[src/design/rpc_pkg.sv]
// ----------------------------------------------------------------------------
// rpc_pkg
// Types and constants shared by the response packet checker.
// ----------------------------------------------------------------------------
package rpc_pkg;

    localparam int unsigned BYTE_W     = 8;
    localparam int unsigned NIBBLE_W   = 4;
    localparam int unsigned POS_W      = 7;

    // Header bytes must carry both ok bits
    localparam logic [BYTE_W-1:0] HDR_OK_MASK = 8'hC0;

    // Packet layout
    localparam logic [POS_W-1:0] POS_HDR0     = 7'd0;
    localparam logic [POS_W-1:0] POS_HDR1     = 7'd1;
    localparam logic [POS_W-1:0] POS_COUNT    = 7'd2;
    localparam logic [POS_W-1:0] POS_MIN_CHK  = 7'd3;

    // Length = cmds * CMD_BYTES + polls * POLL_BYTES + FIXED_BYTES
    localparam logic [POS_W-1:0] CMD_BYTES    = 7'd3;
    localparam logic [POS_W-1:0] POLL_BYTES   = 7'd2;
    localparam logic [POS_W-1:0] FIXED_BYTES  = 7'd4;

    typedef struct packed {
        logic [NIBBLE_W-1:0] sum_high;
        logic [NIBBLE_W-1:0] sum_low;
    } fletcher_t;

    // Listed from the top bit down; header_ok sits in bit 0
    typedef struct packed {
        logic [3:0]          pad;
        logic                checksum_ok;
        logic [BYTE_W-1:0]   computed_sum;
        logic [POS_W-1:0]    packet_length;
        logic [NIBBLE_W-1:0] poll_count;
        logic [NIBBLE_W-1:0] cmd_count;
        logic [2:0]          seq_index;
        logic                header_ok;
    } result_t;

endpackage

[src/design/response_packet_checker_unit.sv]
// ----------------------------------------------------------------------------
// response_packet_checker_unit
// Checks header, length and nibble Fletcher sum of response packets.
// ----------------------------------------------------------------------------
// Result path: the accepted checksum byte passes the input register, then the result register.
// Throughput: one byte per cycle; the input register and the result register
//   advance together, and only a held result stalls the checksum byte.
// Reset: synchronous active-low aresetn clears packet state and both valids.
module response_packet_checker_unit (
    input  logic        aclk,
    input  logic        aresetn,
    input  logic        s_tvalid,
    output logic        s_tready,
    input  logic [7:0]  s_tdata,   // [7:0] data_byte
    input  logic        s_tuser,   // [0] start_req
    output logic        m_tvalid,
    input  logic        m_tready,
    output logic [31:0] m_tdata    // [0] header_ok, [3:1] seq_index, [7:4] cmd_count,
                                   // [11:8] poll_count, [18:12] packet_length,
                                   // [26:19] computed_sum, [27] checksum_ok
);

    localparam int unsigned BW = rpc_pkg::BYTE_W;
    localparam int unsigned PW = rpc_pkg::POS_W;

    // Input register
    logic          in_valid_reg;
    logic [BW-1:0] in_byte_reg;
    logic          in_start_reg;

    // Packet state
    logic                in_packet_reg,    in_packet_next;
    logic [PW-1:0]       byte_pos_reg,     byte_pos_next;
    logic [BW-1:0]       first_header_reg, first_header_next;
    logic                header_match_reg, header_match_next;
    logic [BW-1:0]       count_byte_reg,   count_byte_next;
    logic [PW-1:0]       exp_len_reg,      exp_len_next;
    rpc_pkg::fletcher_t  sums_reg,         sums_next;

    // Result register
    logic                m_valid_reg;
    rpc_pkg::result_t    result_reg,       result_next;

    logic                active;
    logic                is_check;
    logic                advance;
    logic [PW-1:0]       pos_eff;
    logic                match_eff;
    logic [BW-1:0]       count_eff;
    logic [PW-1:0]       len_eff;
    rpc_pkg::fletcher_t  sums_eff;
    rpc_pkg::fletcher_t  sums_add;
    logic [PW-1:0]       len_calc;
    logic [BW-1:0]       sum_byte;

    rpc_fletcher u_fletcher (
        .data_byte (in_byte_reg),
        .sums_in   (sums_eff),
        .sums_out  (sums_add)
    );

    always_comb begin
        // A start word opens a fresh packet and drops the partial one
        active    = in_valid_reg && (in_start_reg || in_packet_reg);
        pos_eff   = in_start_reg ? '0 : byte_pos_reg;
        match_eff = in_start_reg ? 1'b0 : header_match_reg;
        count_eff = in_start_reg ? '0 : count_byte_reg;
        len_eff   = in_start_reg ? '0 : exp_len_reg;
        sums_eff  = in_start_reg ? '0 : sums_reg;

        is_check  = active && (pos_eff >= rpc_pkg::POS_MIN_CHK)
                    && (({1'b0, pos_eff} + 8'd1) >= {1'b0, len_eff});
        advance   = in_valid_reg && (!is_check || !m_valid_reg || m_tready);

        len_calc  = {3'b000, in_byte_reg[7:4]} * rpc_pkg::CMD_BYTES
                  + {3'b000, in_byte_reg[3:0]} * rpc_pkg::POLL_BYTES
                  + rpc_pkg::FIXED_BYTES;
        sum_byte  = {sums_eff.sum_high, sums_eff.sum_low};

        in_packet_next    = in_packet_reg;
        byte_pos_next     = byte_pos_reg;
        first_header_next = first_header_reg;
        header_match_next = header_match_reg;
        count_byte_next   = count_byte_reg;
        exp_len_next      = exp_len_reg;
        sums_next         = sums_reg;

        if (advance && active) begin
            header_match_next = match_eff;
            count_byte_next   = count_eff;
            exp_len_next      = len_eff;
            sums_next         = sums_eff;
            if (is_check) begin
                in_packet_next = 1'b0;
                byte_pos_next  = '0;
            end else begin
                in_packet_next = 1'b1;
                byte_pos_next  = pos_eff + 7'd1;
                sums_next      = sums_add;
                case (pos_eff)
                    rpc_pkg::POS_HDR0: begin
                        first_header_next = in_byte_reg;
                    end
                    rpc_pkg::POS_HDR1: begin
                        header_match_next = (in_byte_reg == first_header_reg);
                    end
                    rpc_pkg::POS_COUNT: begin
                        count_byte_next = in_byte_reg;
                        exp_len_next    = len_calc;
                    end
                    default: begin
                    end
                endcase
            end
        end

        result_next.pad           = '0;
        result_next.header_ok     = match_eff
                                    && ((first_header_reg & rpc_pkg::HDR_OK_MASK)
                                        == rpc_pkg::HDR_OK_MASK);
        result_next.seq_index     = first_header_reg[2:0];
        result_next.cmd_count     = count_eff[7:4];
        result_next.poll_count    = count_eff[3:0];
        result_next.packet_length = len_eff;
        result_next.computed_sum  = sum_byte;
        result_next.checksum_ok   = (in_byte_reg == sum_byte);
    end

    assign s_tready = !in_valid_reg || advance;
    assign m_tvalid = m_valid_reg;
    assign m_tdata  = result_reg;

    always_ff @(posedge aclk) begin
        if (!aresetn) begin
            in_valid_reg     <= 1'b0;
            m_valid_reg      <= 1'b0;
            in_packet_reg    <= 1'b0;
            byte_pos_reg     <= '0;
            first_header_reg <= '0;
            header_match_reg <= 1'b0;
            count_byte_reg   <= '0;
            exp_len_reg      <= '0;
            sums_reg         <= '0;
        end else begin
            if (s_tready) begin
                in_valid_reg <= s_tvalid;
            end
            // Hold the result until taken
            if (advance && is_check) begin
                m_valid_reg <= 1'b1;
            end else if (m_tready) begin
                m_valid_reg <= 1'b0;
            end
            in_packet_reg    <= in_packet_next;
            byte_pos_reg     <= byte_pos_next;
            first_header_reg <= first_header_next;
            header_match_reg <= header_match_next;
            count_byte_reg   <= count_byte_next;
            exp_len_reg      <= exp_len_next;
            sums_reg         <= sums_next;
        end
    end

    always_ff @(posedge aclk) begin
        if (s_tready && s_tvalid) begin
            in_byte_reg  <= s_tdata;
            in_start_reg <= s_tuser;
        end
        if (advance && is_check) begin
            result_reg <= result_next;
        end
    end

endmodule

[src/design/rpc_fletcher.sv]
// ----------------------------------------------------------------------------
// rpc_fletcher
// Folds one byte into the nibble Fletcher sums, high nibble first, mod 16.
// ----------------------------------------------------------------------------
module rpc_fletcher (
    input  logic [rpc_pkg::BYTE_W-1:0] data_byte,
    input  rpc_pkg::fletcher_t         sums_in,
    output rpc_pkg::fletcher_t         sums_out
);

    logic [rpc_pkg::NIBBLE_W-1:0] low_a;
    logic [rpc_pkg::NIBBLE_W-1:0] high_a;

    // Nibble-wide adds wrap mod 16 on their own
    always_comb begin
        low_a             = sums_in.sum_low + data_byte[7:4];
        high_a            = sums_in.sum_high + low_a;
        sums_out.sum_low  = low_a + data_byte[3:0];
        sums_out.sum_high = high_a + sums_out.sum_low;
    end

endmodule

[config.mk]
export PLATFORM = sky130hd
export DESIGN_NAME = response_packet_checker_unit
export DESIGN_NICKNAME = d
export VERILOG_FILES = /design/src/design/rpc_pkg.sv /design/src/design/response_packet_checker_unit.sv /design/src/design/rpc_fletcher.sv
export SDC_FILE = /design/constraint.sdc
export NUM_CORES = 1
export LEC_CHECK = 0
export BUFFER_PORTS_ARGS = -buffer_cell sky130_fd_sc_hd__buf_2
export CORE_UTILIZATION = 48
export DETAILED_ROUTE_END_ITERATION = 12
export GPL_TIMING_DRIVEN = 0
export HOLD_SLACK_MARGIN = 0.06
export PLACE_DENSITY = 0.74
export SYNTH_ARGS = -nofsm -noshare
export SYNTH_HDL_FRONTEND = slang
export SYNTH_SLANG_ARGS = --single-unit
[constraint.sdc]
create_clock -name aclk -period 3.7 [get_ports aclk]
set_input_delay 0.185 -clock aclk [delete_from_list [all_inputs] [get_ports aclk]]
set_output_delay 0.185 -clock aclk [all_outputs]
set_load 0.01 [all_outputs]
### Word-level counts from Yosys, hierarchy flattened

Index checks and enable logic that the tools add are counted.

* bits in latches: 0
* logic and storage cells: 70
* bits in read-only memories: 0
* input port bits: 13
* register bits: 79
* bits in writable memories: 0
* memories kept: 0

* muxes and demuxes: 16
* div/mod/pow operators: 0
* shift operators: 0
* reduce and logical (&&, ||, !) cells: 18
* add/subtract/negate cells: 8
* multipliers: 1
* order comparisons: 2
* bitwise gates (word level): 1
* eq/ne operators: 5

Operator list (count)
* $mux W8: 5
* $mux W7: 5
* $add A4 B4 Y4: 4
* $eq A8 B8 Y1: 2
* $add A7 B1 Y8 const B: 1
* $ge A8 B7 Y1: 1
* $logic_and A1 B1 Y1: 8
* $add A6 B5 Y7: 1
* $add A7 B1 Y7 const B: 1
* $add A7 B3 Y7 const B: 1
* $eq A7 B1 Y1 const B: 1
* $eq A7 B2 Y1 const B: 1
* $ge A7 B2 Y1 const B: 1
* $logic_not A7 Y1: 1
* $mul A4 B2 Y6 const B: 1
* $mux W1: 6
* $logic_or A1 B1 Y1: 4
* $logic_not A1 Y1: 3
* $reduce_and A3 Y1: 1
* $eq A2 B2 Y1 const B: 1
* $reduce_bool A2 Y1: 1
* $not A1 Y1: 1

### Longest topological paths before layout

Gate-level depths: netlist of the first run.

* depth after elaboration: 10
* gate-level depth with buffers: 16

### Hierarchy

From an unflattened synthesis of the first run, not the netlist that was laid out.

* cells, all modules: 374
* area total of the unflattened synthesis: 4067.7 um^2

Modules (own cells, without submodules)
* response_packet_checker_unit: cells an instance 336, times used 1, area an instance 3703.6 um^2
* rpc_fletcher: cells an instance 38, times used 1, area an instance 364.1 um^2

### Worst setup path after synthesis of the first run

No wires, ideal clock.

* kind: register to register
* start point: register in_start_reg
* end point: register sums_reg[7] (netlist name)
* required time: 3624 ps
* clock period less this slack: 3806 ps
* path buffers: 1
* arrival: 3730 ps
* cell stages (with the launch flop): 17
* slack: -106 ps
* path through: edfxtp_1 > clkbuf_1 > nor2b_1 > ha_1 > fa_1 > inv_1 > fa_1 > fa_1 > inv_1 > ha_1 > inv_1 > fa_1 > xnor2_1 > xnor2_1 > xnor2_1 > nand2_1 > a21boi_0

RTL lines
* start: declaration: RTL line response_packet_checker_unit.sv:29 `logic in_start_reg;`
* start signal: assignment: RTL line response_packet_checker_unit.sv:167 `in_start_reg <= s_tuser;`
* end signal: assignment: RTL line response_packet_checker_unit.sv:160 `sums_reg <= sums_next;`
* end: declaration: RTL line response_packet_checker_unit.sv:38 `rpc_pkg::fletcher_t sums_reg, sums_next;`

### Worst setup path after layout of the first run

* start point: register in_byte_reg[4]
* end point: register sums_reg[7] (netlist name)

* cells in the longest elaborated chain, start to end: 4

Ends and longest elaborated chain
* start: declaration: RTL line response_packet_checker_unit.sv:28 `logic [BW-1:0] in_byte_reg;`
* start signal: assignment: RTL line response_packet_checker_unit.sv:166 `in_byte_reg <= s_tdata;`
* $add A4 B4 Y4 *: RTL line rpc_fletcher.sv:16 `low_a = sums_in.sum_low + data_byte[7:4];`
* $add A4 B4 Y4, on equally long branches: RTL line rpc_fletcher.sv:17, rpc_fletcher.sv:18
* $add A4 B4 Y4 *: RTL line rpc_fletcher.sv:19 `sums_out.sum_high = high_a + sums_out.sum_low;`
* $mux W8 *: RTL line response_packet_checker_unit.sv:93 `if (is_check) begin`

Mark *: on every way between the ends. The rest lies on a longest branch, timed or not.
A chain may end at the register's enable or synchronous reset.

==> results.yml, run 1 <==
yosys:
  synth-edff-count: 37
  syn_inst: 402
  yosys_warnings: 0
  synth_flop_cell: "dfxtp_1"
  async_flop_share_pct: 0
  yosys-top-cells-area: "edfxtp_1 27%, dfxtp_1 20%, ha_1 6.0%, fa_1 4.8%, nor2b_1 4.7%"
  ys_types: 50
  syn_area_per_cell_sq_um: 10.29
  syn_area_sq_mm: 0.004136
  ys_ff_latch: 79
  yosys.area.top_type: "edfxtp_1"
  synth_top_cell_area_share_pct: 26.86
  yosysSeqAreaShare_pct: 47.19
final_layout:
  fin_util_pct: 59.73
  layout.nets: 516
  drive_gt1_share_pct: 19.46
  fin_area_sq_mm: 0.004932
  final_cells: 583
  largest_register_ffs: 28
  antenna_cells: 0
  area_growth_pct: 19.24
critical_path:
  critPathKind: "flip-flop to flip-flop"
  slowest_delay_ns: 0.55
  path_cells: "ha_4 > fa_1 > inv_2 > fa_1 > fa_1 > inv_1 > ha_1 > inv_1 > fa_2 > xnor2_2 > xnor2_1 > xnor2_1 > nand2_1 > a21boi_1"
  crit_slowest_cell: "fa_1"
  cp_common_cell: "fa_1"
  cp-startpoint: "in_byte_reg[4]"
  critical_path_required_ns: 4.00
  rrSetupSlack_ns: -0.05
  crit_family: "adder cells"
  r2r-start: "in_byte_reg[4]"
  cp.depth: 14
  reg2reg_to: "sums_reg[7]"
  path_max_fanout: 4
  crit_buf_inv: 3
  crit_arrival_ns: 4.05
  ff2ff_path_depth: 14
  crit_path_end_kind: "flip-flop"
  critPathCapture: "sums_reg[7]"
  startpoint_type: "flip-flop"
route:
  vias_per_cell: 5.281
  drt-wirelength-per-cell_microns: 15.44
  first_pass_iters: 4
  drc: 0
  routed_wirelength_mm: 8.999
  drt_iter0_drc: 208
  antenna_left: 0
  vias: 3079
place:
  portBuffers: 41
  post_dp_cell_area_sq_mm: 0.004527
  dp_hpwl_mm: 6.522
  dp_cells: 552
  post-place-ws_ns: -0.4040
  gp_congestion: 0.9003
clocking:
  root_buffer: "clkbuf_8"
  cts.clk_slew.worst_paths_ns: 0.09
  clock_path_buffers: 2
  clock_sinks: 79
  htreeDepth: 3
  cts_inserted_buffers: 9
  tritoncts: "done"
  clock_latency_ns: 0.36
floorplan:
  core-area_sq_mm: 0.008258
  rows: 33
  die_area_sq_mm: 0.008993
  dieHeight_microns: 94.83
  ioPinCount: 47
  die_w_microns: 94.83
  start_util_pct: 50.09
grt:
  grt_pass1_wl_mm: 14.28
  gr-total-overflow: 0
  grt_pass1_vias: 2900
  antenna_found_initial: 0
  grt_max_degree: 17
  grt_usage_pct: 21.58
sta:
  maxSlewViolCount: 0
  finalHoldWorstSlack_ns: 0.2103
  hold_viol: 0
  setup_ws_ns: -0.04629
  post-route-min-period_ns: 3.746
  tns_ns: -0.04629
  clock_skew_ns: 0.009767
  tightestPinTransition_ns: 0.7452
  rsz0062_at_grt: "yes"
  setup_violations: 1
  max_freq_mhz: 266.9
  fin_crit_sh_pct: 101.3
  max_slew_margin_pct: 49.99
power:
  max-vdd-ir-drop_mv: 0.2252
  p_leak_nw: 1.994
  power_mw: 1.974
  powerDensity_mw_per_mm2: 400.2
status:
  violations: "negative setup slack"
  status: "finished with violations"
hold_path:
  hp-class: "primary input to flip-flop"
  whs_path_depth: 3
run:
  maxCapViolations: 0
logic make-up (layout without fill, tap and decap cells):
family	Yosys count	after routing	share of synthesized area [%]
AND/OR/NAND/NOR	136	136	17.03
flip-flops	79	79	47.19
AO/OA/AOI/OAI	69	69	11.25
buffers and inverters	50	123	5.596
XOR/XNOR	34	34	7.199
adder cells (fa/ha/maj)	30	30	10.89
multiplexers	3	3	0.7562
other	1	4	0.09066
per-layer routing:
metal  routed length, microns  track usage [%]  part of all wire [%]
met1                     3944            27.46                    44
met2                     4424            35.85                    49
met3                      508            5.636                   5.6
met4                      121            6.566                   1.3
met5                        0                0                     0
Yosys cell counts, types with 2 or more instances:
cell type / number
nand2_1: 46
dfxtp_1: 42
edfxtp_1: 37
nor2b_1: 31
inv_1: 25
nor2_1: 22
ha_1: 20
xnor2_1: 20
xor2_1: 14
a21oi_1: 12
clkbuf_1: 12
o21ai_0: 11
fa_1: 10
nand2b_1: 10
a22oi_1: 7
nand3_1: 7
buf_4: 6
a21boi_0: 5
buf_2: 5
nor4_1: 5
a21boi_1: 4
nand4_1: 4
o211a_1: 4
o21ai_1: 4
a21o_1: 3
o2111ai_1: 3
o211ai_1: 3
o22ai_1: 3
and2_1: 2
and3_1: 2
buf_6: 2
mux2i_1: 2
o21a_1: 2
timing repair:
item	4_1_cts	5_1_grt
gates resized for setup	5	14
hold buffers	10	0
cloned	0	0
hold endpoints to repair	10	0
setup endpoints to repair	51	36
pin swaps	1	5
buffers inserted	1	4
cell usage in the layout (no fill, tap or decap), types with 3 or more instances in the layout:
cell / netlist / final
nor4_1: 5 / 5
nor2b_1: 31 / 27
edfxtp_1: 37 / 37
a21boi_1: 4 / 5
inv_1: 25 / 24
o211ai_1: 3 / 3
xnor2_1: 20 / 19
nand2_1: 46 / 46
o2111ai_1: 3 / 3
nand2b_1: 10 / 10
nor2b_4: 0 / 3
nand3_1: 7 / 7
a21boi_0: 5 / 4
xor2_1: 14 / 14
o22ai_1: 3 / 3
o21ai_0: 11 / 11
a21o_1: 3 / 3
o21ai_1: 4 / 4
o211a_1: 4 / 4
nor2_1: 22 / 21
dfxtp_1: 42 / 42
dlygate4sd3_1: 0 / 10
a21oi_1: 12 / 12
buf_4: 6 / 11
buf_2: 5 / 46
fa_1: 10 / 9
ha_1: 20 / 19
a22oi_1: 7 / 7
nand4_1: 4 / 4
clkbuf_1: 12 / 9
clkbuf_8: 0 / 9
conb_1: 1 / 4
final cells by class:
cell class	instances	area [sq um]
Multi-Input combinational cell	276	2019
Tap cell	105	131.4
Clock inverter	6	86.33
Buffer	25	151.4
Timing Repair Buffer	57	370.4
Clock buffer	10	127.6
Fill cell	708	3326
Inverter	25	93.84
Sequential cell	79	1952
power breakdown:
part	leakage, nW	switching [mW]	internal [mW]	total (mW)
clock network	0.106	0.328	0.379	0.707
registers	0.667	0.0214	0.933	0.955
logic	1.22	0.166	0.146	0.312
tightest hold or removal path, cell delays in order:
cell and delay, ns:
buf_2 0.07, nand2b_1 0.16, a21boi_0 0.10
worst min-delay path by stage:
stage	from	end	slack (ns)
floorplan	s_tdata[0]	in_byte_reg[0]	0.28
global placement	s_tdata[7]	in_byte_reg[7]	0.36
detailed placement	s_tdata[3]	in_byte_reg[3]	0.36
CTS	m_tready	m_tvalid	0.21
global route	m_tready	m_tvalid	0.22
finish	m_tready	m_tvalid	0.21
Note: power is estimated with default switching activity, not from simulation.
==> inputs of run 2 (changes only) <==
--- a/config.mk
+++ b/config.mk
@@ -13,4 +13,5 @@
 export PLACE_DENSITY = 0.74
 export SYNTH_ARGS = -nofsm -noshare
 export SYNTH_HDL_FRONTEND = slang
+export SYNTH_HIERARCHICAL = 1
 export SYNTH_SLANG_ARGS = --single-unit
==> run 2 against run 1 <==
  * The flow now finishes without violations
  * Cell count decreased by 3.9%
  * Synthesized cell count down 7.0%
  * Combinational power grew 21%
  * Register-to-register slack gained 0.15 ns
  * Clock skew about the same
  * Wire length down 4.5%
  * Largest cell class unchanged
  * Largest power group unchanged
  * Highest routed layer unchanged
==> results.yml, run 2 <==
critical_path:
  crit_buf_inv: 3
  crit_slowest_cell: "fa_1"
  path_cells: "buf_6 > nor2b_4 > ha_4 > fa_1 > inv_2 > fa_2 > fa_1 > inv_1 > ha_1 > fa_2 > xnor2_1 > xnor2_1 > nand3_1 > o21ai_1"
  critical_path_required_ns: 4.00
  ff2ff_path_depth: 14
  critPathKind: "flip-flop to flip-flop"
  slowest_delay_ns: 0.52
  crit_arrival_ns: 3.89
  startpoint_type: "flip-flop"
  reg2reg_to: "sums_reg[7]"
  crit_family: "adder cells"
  path_max_fanout: 8
  rrSetupSlack_ns: 0.10
  crit_path_end_kind: "flip-flop"
  r2r-start: "in_start_reg"
run:
  maxCapViolations: 0
place:
  dp_cells: 524
  post-place-ws_ns: -0.3540
  dp_hpwl_mm: 5.911
  portBuffers: 42
  gp_congestion: 0.8593
floorplan:
  start_util_pct: 49.51
  ioPinCount: 47
  dieHeight_microns: 94.06
  die_area_sq_mm: 0.008846
  die_w_microns: 94.06
  core-area_sq_mm: 0.008217
  rows: 33
final_layout:
  antenna_cells: 0
  layout_common_cells: "44 x buf_2, 42 x dfxtp_1, 37 x edfxtp_1, 32 x nor2_1, 30 x inv_1"
  drive_gt1_share_pct: 23.52
  final_cells: 560
  area_growth_pct: 20.36
  largest_register_ffs: 28
  num-fill-cells: 667
  fin_util_pct: 59.59
  layout_commonest_cell: "buf_2"
  layout.nets: 493
route:
  drc: 0
  vias: 2980
  antenna_left: 0
  m1WireLength_mm: 3.514
  drt-wirelength-per-cell_microns: 15.35
  dr_wl_met2_mm: 4.445
  routed.top_layer: "met4"
  wl_met3_microns: 454
  first_pass_iters: 4
  drt_iter0_drc: 164
  routed_wirelength_mm: 8.594
  vias_per_cell: 5.321
yosys:
  yosys-top-cells-area: "edfxtp_1 27%, dfxtp_1 21%, ha_1 6.2%, xnor2_1 5.0%, fa_1 4.9%"
  async_flop_share_pct: 0
  ys_types: 52
  yosysMostFrequentCell: "dfxtp_1"
  ys_ff_latch: 79
  yosys-top-cells-count: "42 x dfxtp_1, 37 x edfxtp_1, 33 x nor2_1"
  synth_flop_cell: "dfxtp_1"
  syn_area_sq_mm: 0.004068
  synth_top_cell_area_share_pct: 27.31
  yosys.area.top_type: "edfxtp_1"
  syn_area_per_cell_sq_um: 10.88
  syn_inst: 374
  synth-edff-count: 37
  yosysSeqAreaShare_pct: 47.99
  yosys_warnings: 6
power:
  combPwrFrac_pct: 18.4
  max-vdd-ir-drop_mv: 0.2079
  intPower_mw: 1.499
  powerDensity_mw_per_mm2: 419.6
  p_seq_share_pct: 47.5
  switchingPower_mw: 0.5550
  p_sw_share_pct: 27.01
  power.share.clock_pct: 34.1
  p_leak_nw: 1.991
grt:
  grt_max_degree: 29
  gr-total-overflow: 0
  grt_pass1_wl_mm: 13.51
  grt_pass1_vias: 2859
  antenna_found_initial: 0
  grt_usage_pct: 20.80
hold_path:
  whs_endpoint: "in_valid_reg"
  hp-class: "primary input to flip-flop"
  hold_start: "s_tvalid"
  whs_path_depth: 3
clocking:
  root_buffer: "clkbuf_8"
  cts_inserted_buffers: 9
  clock_latency_ns: 0.37
  htreeDepth: 3
  tritoncts: "done"
  cts.clk_slew.worst_paths_ns: 0.08
  clock_sinks: 79
  clock_path_buffers: 2
sta:
  clock_skew_ns: 0.01025
  hold_viol: 0
  fin_crit_sh_pct: 97.21
  setup_ws_ns: 0.1031
  finalHoldWorstSlack_ns: 0.07201
  max_freq_mhz: 278.0
  tightestPinTransition_ns: 0.8384
  setup_violations: 0
  max_slew_margin_pct: 43.97
  maxSlewViolCount: 0
  post-route-min-period_ns: 3.597
  tns_ns: 0
status:
  status: "finished, final reports clean"
run 2: cells by family (layout without fill, tap and decap cells):
kind of cell             after synthesis  in the layout  share of synthesized area, %
multiplexers                          11             11                         2.738
XOR/XNOR                              32             32                         7.075
AO/OA/AOI/OAI                         64             64                         11.14
other                                  1              4                       0.09219
flip-flops                            79             79                         47.99
adder cells (fa/ha/maj)               30             30                         11.07
AND/OR/NAND/NOR                      108            108                         14.52
buffers and inverters                 49            127                         5.383
run 2: per-layer routing:
metal | vias up | global-route usage (%)
met2 | 89 | 36.31
met3 | 15 | 3.883
met1 | 1443 | 24.43
met5 | - | 0
li1 | 1433 | -
met4 | 0 | 10.13
run 2: area by class of cell:
type                    instances  area (sq um)  area share, %
plain buffers                  17         108.9          2.223
clock buffers                  10         127.6          2.607
clock inverters                 6         86.33          1.763
inverters                      32         120.1          2.453
multi-input cells             249          1987          40.58
flip-flops and latches         79          1952          39.87
well taps                     105         131.4          2.683
repair buffers                 62         382.9          7.820
run 2: how the worst max path moves through the flow:
| stage | start | endpoint | slack, ns | cells after the start |
|---|---|---|---|---|
| 4_1_cts | in_start_reg | sums_reg[7] | 0.01 | 14 |
| 6_report | in_start_reg | sums_reg[7] | 0.10 | 14 |
| 3_3_place_gp | in_start_reg | m_tdata[8] | -0.58 | 9 |
| 3_5_place_dp | in_start_reg | sums_reg[7] | -0.35 | 15 |
| 2_1_floorplan | in_start_reg | sums_reg[7] | 0.06 | 14 |
| 5_1_grt | in_start_reg | sums_reg[7] | -0.02 | 14 |
run 2: per-stage QoR:
stage          power, mW  cell area, sq um
4_1_cts            2.035              4786
3_5_place_dp       1.324              4429
5_1_grt            2.147              4896
3_3_place_gp       1.309              4424
2_1_floorplan      1.245              4083
6_report           2.054              4896
run 2: timing repair:
| item | CTS | global route |
|---|---|---|
| gates resized for setup | 10 | 11 |
| endpoints found under the setup margin | 39 | 38 |
| setup buffers | 3 | 8 |
| hold buffers | 9 | 0 |
| pin swaps | 3 | 3 |
| endpoints found under the hold margin | 9 | 0 |
run 2: power groups by stage:
stage          Clock (mW)  Combinational (mW)  Sequential (mW)
6_report            0.701               0.379            0.975
5_1_grt             0.745               0.422            0.980
4_1_cts             0.709               0.353            0.974
3_5_place_dp            0               0.329            0.995
3_3_place_gp            0               0.317            0.992
2_1_floorplan           0               0.263            0.982
run 2: worst register-to-register path, stage by stage (launching register included):
cell      delay, ns
edfxtp_1       0.44
buf_6          0.18
nor2b_4        0.15
ha_4           0.15
fa_1           0.46
inv_2          0.09
fa_2           0.46
fa_1           0.52
inv_1          0.04
ha_1           0.21
fa_2           0.34
xnor2_1        0.19
xnor2_1        0.13
nand3_1        0.08
o21ai_1        0.10
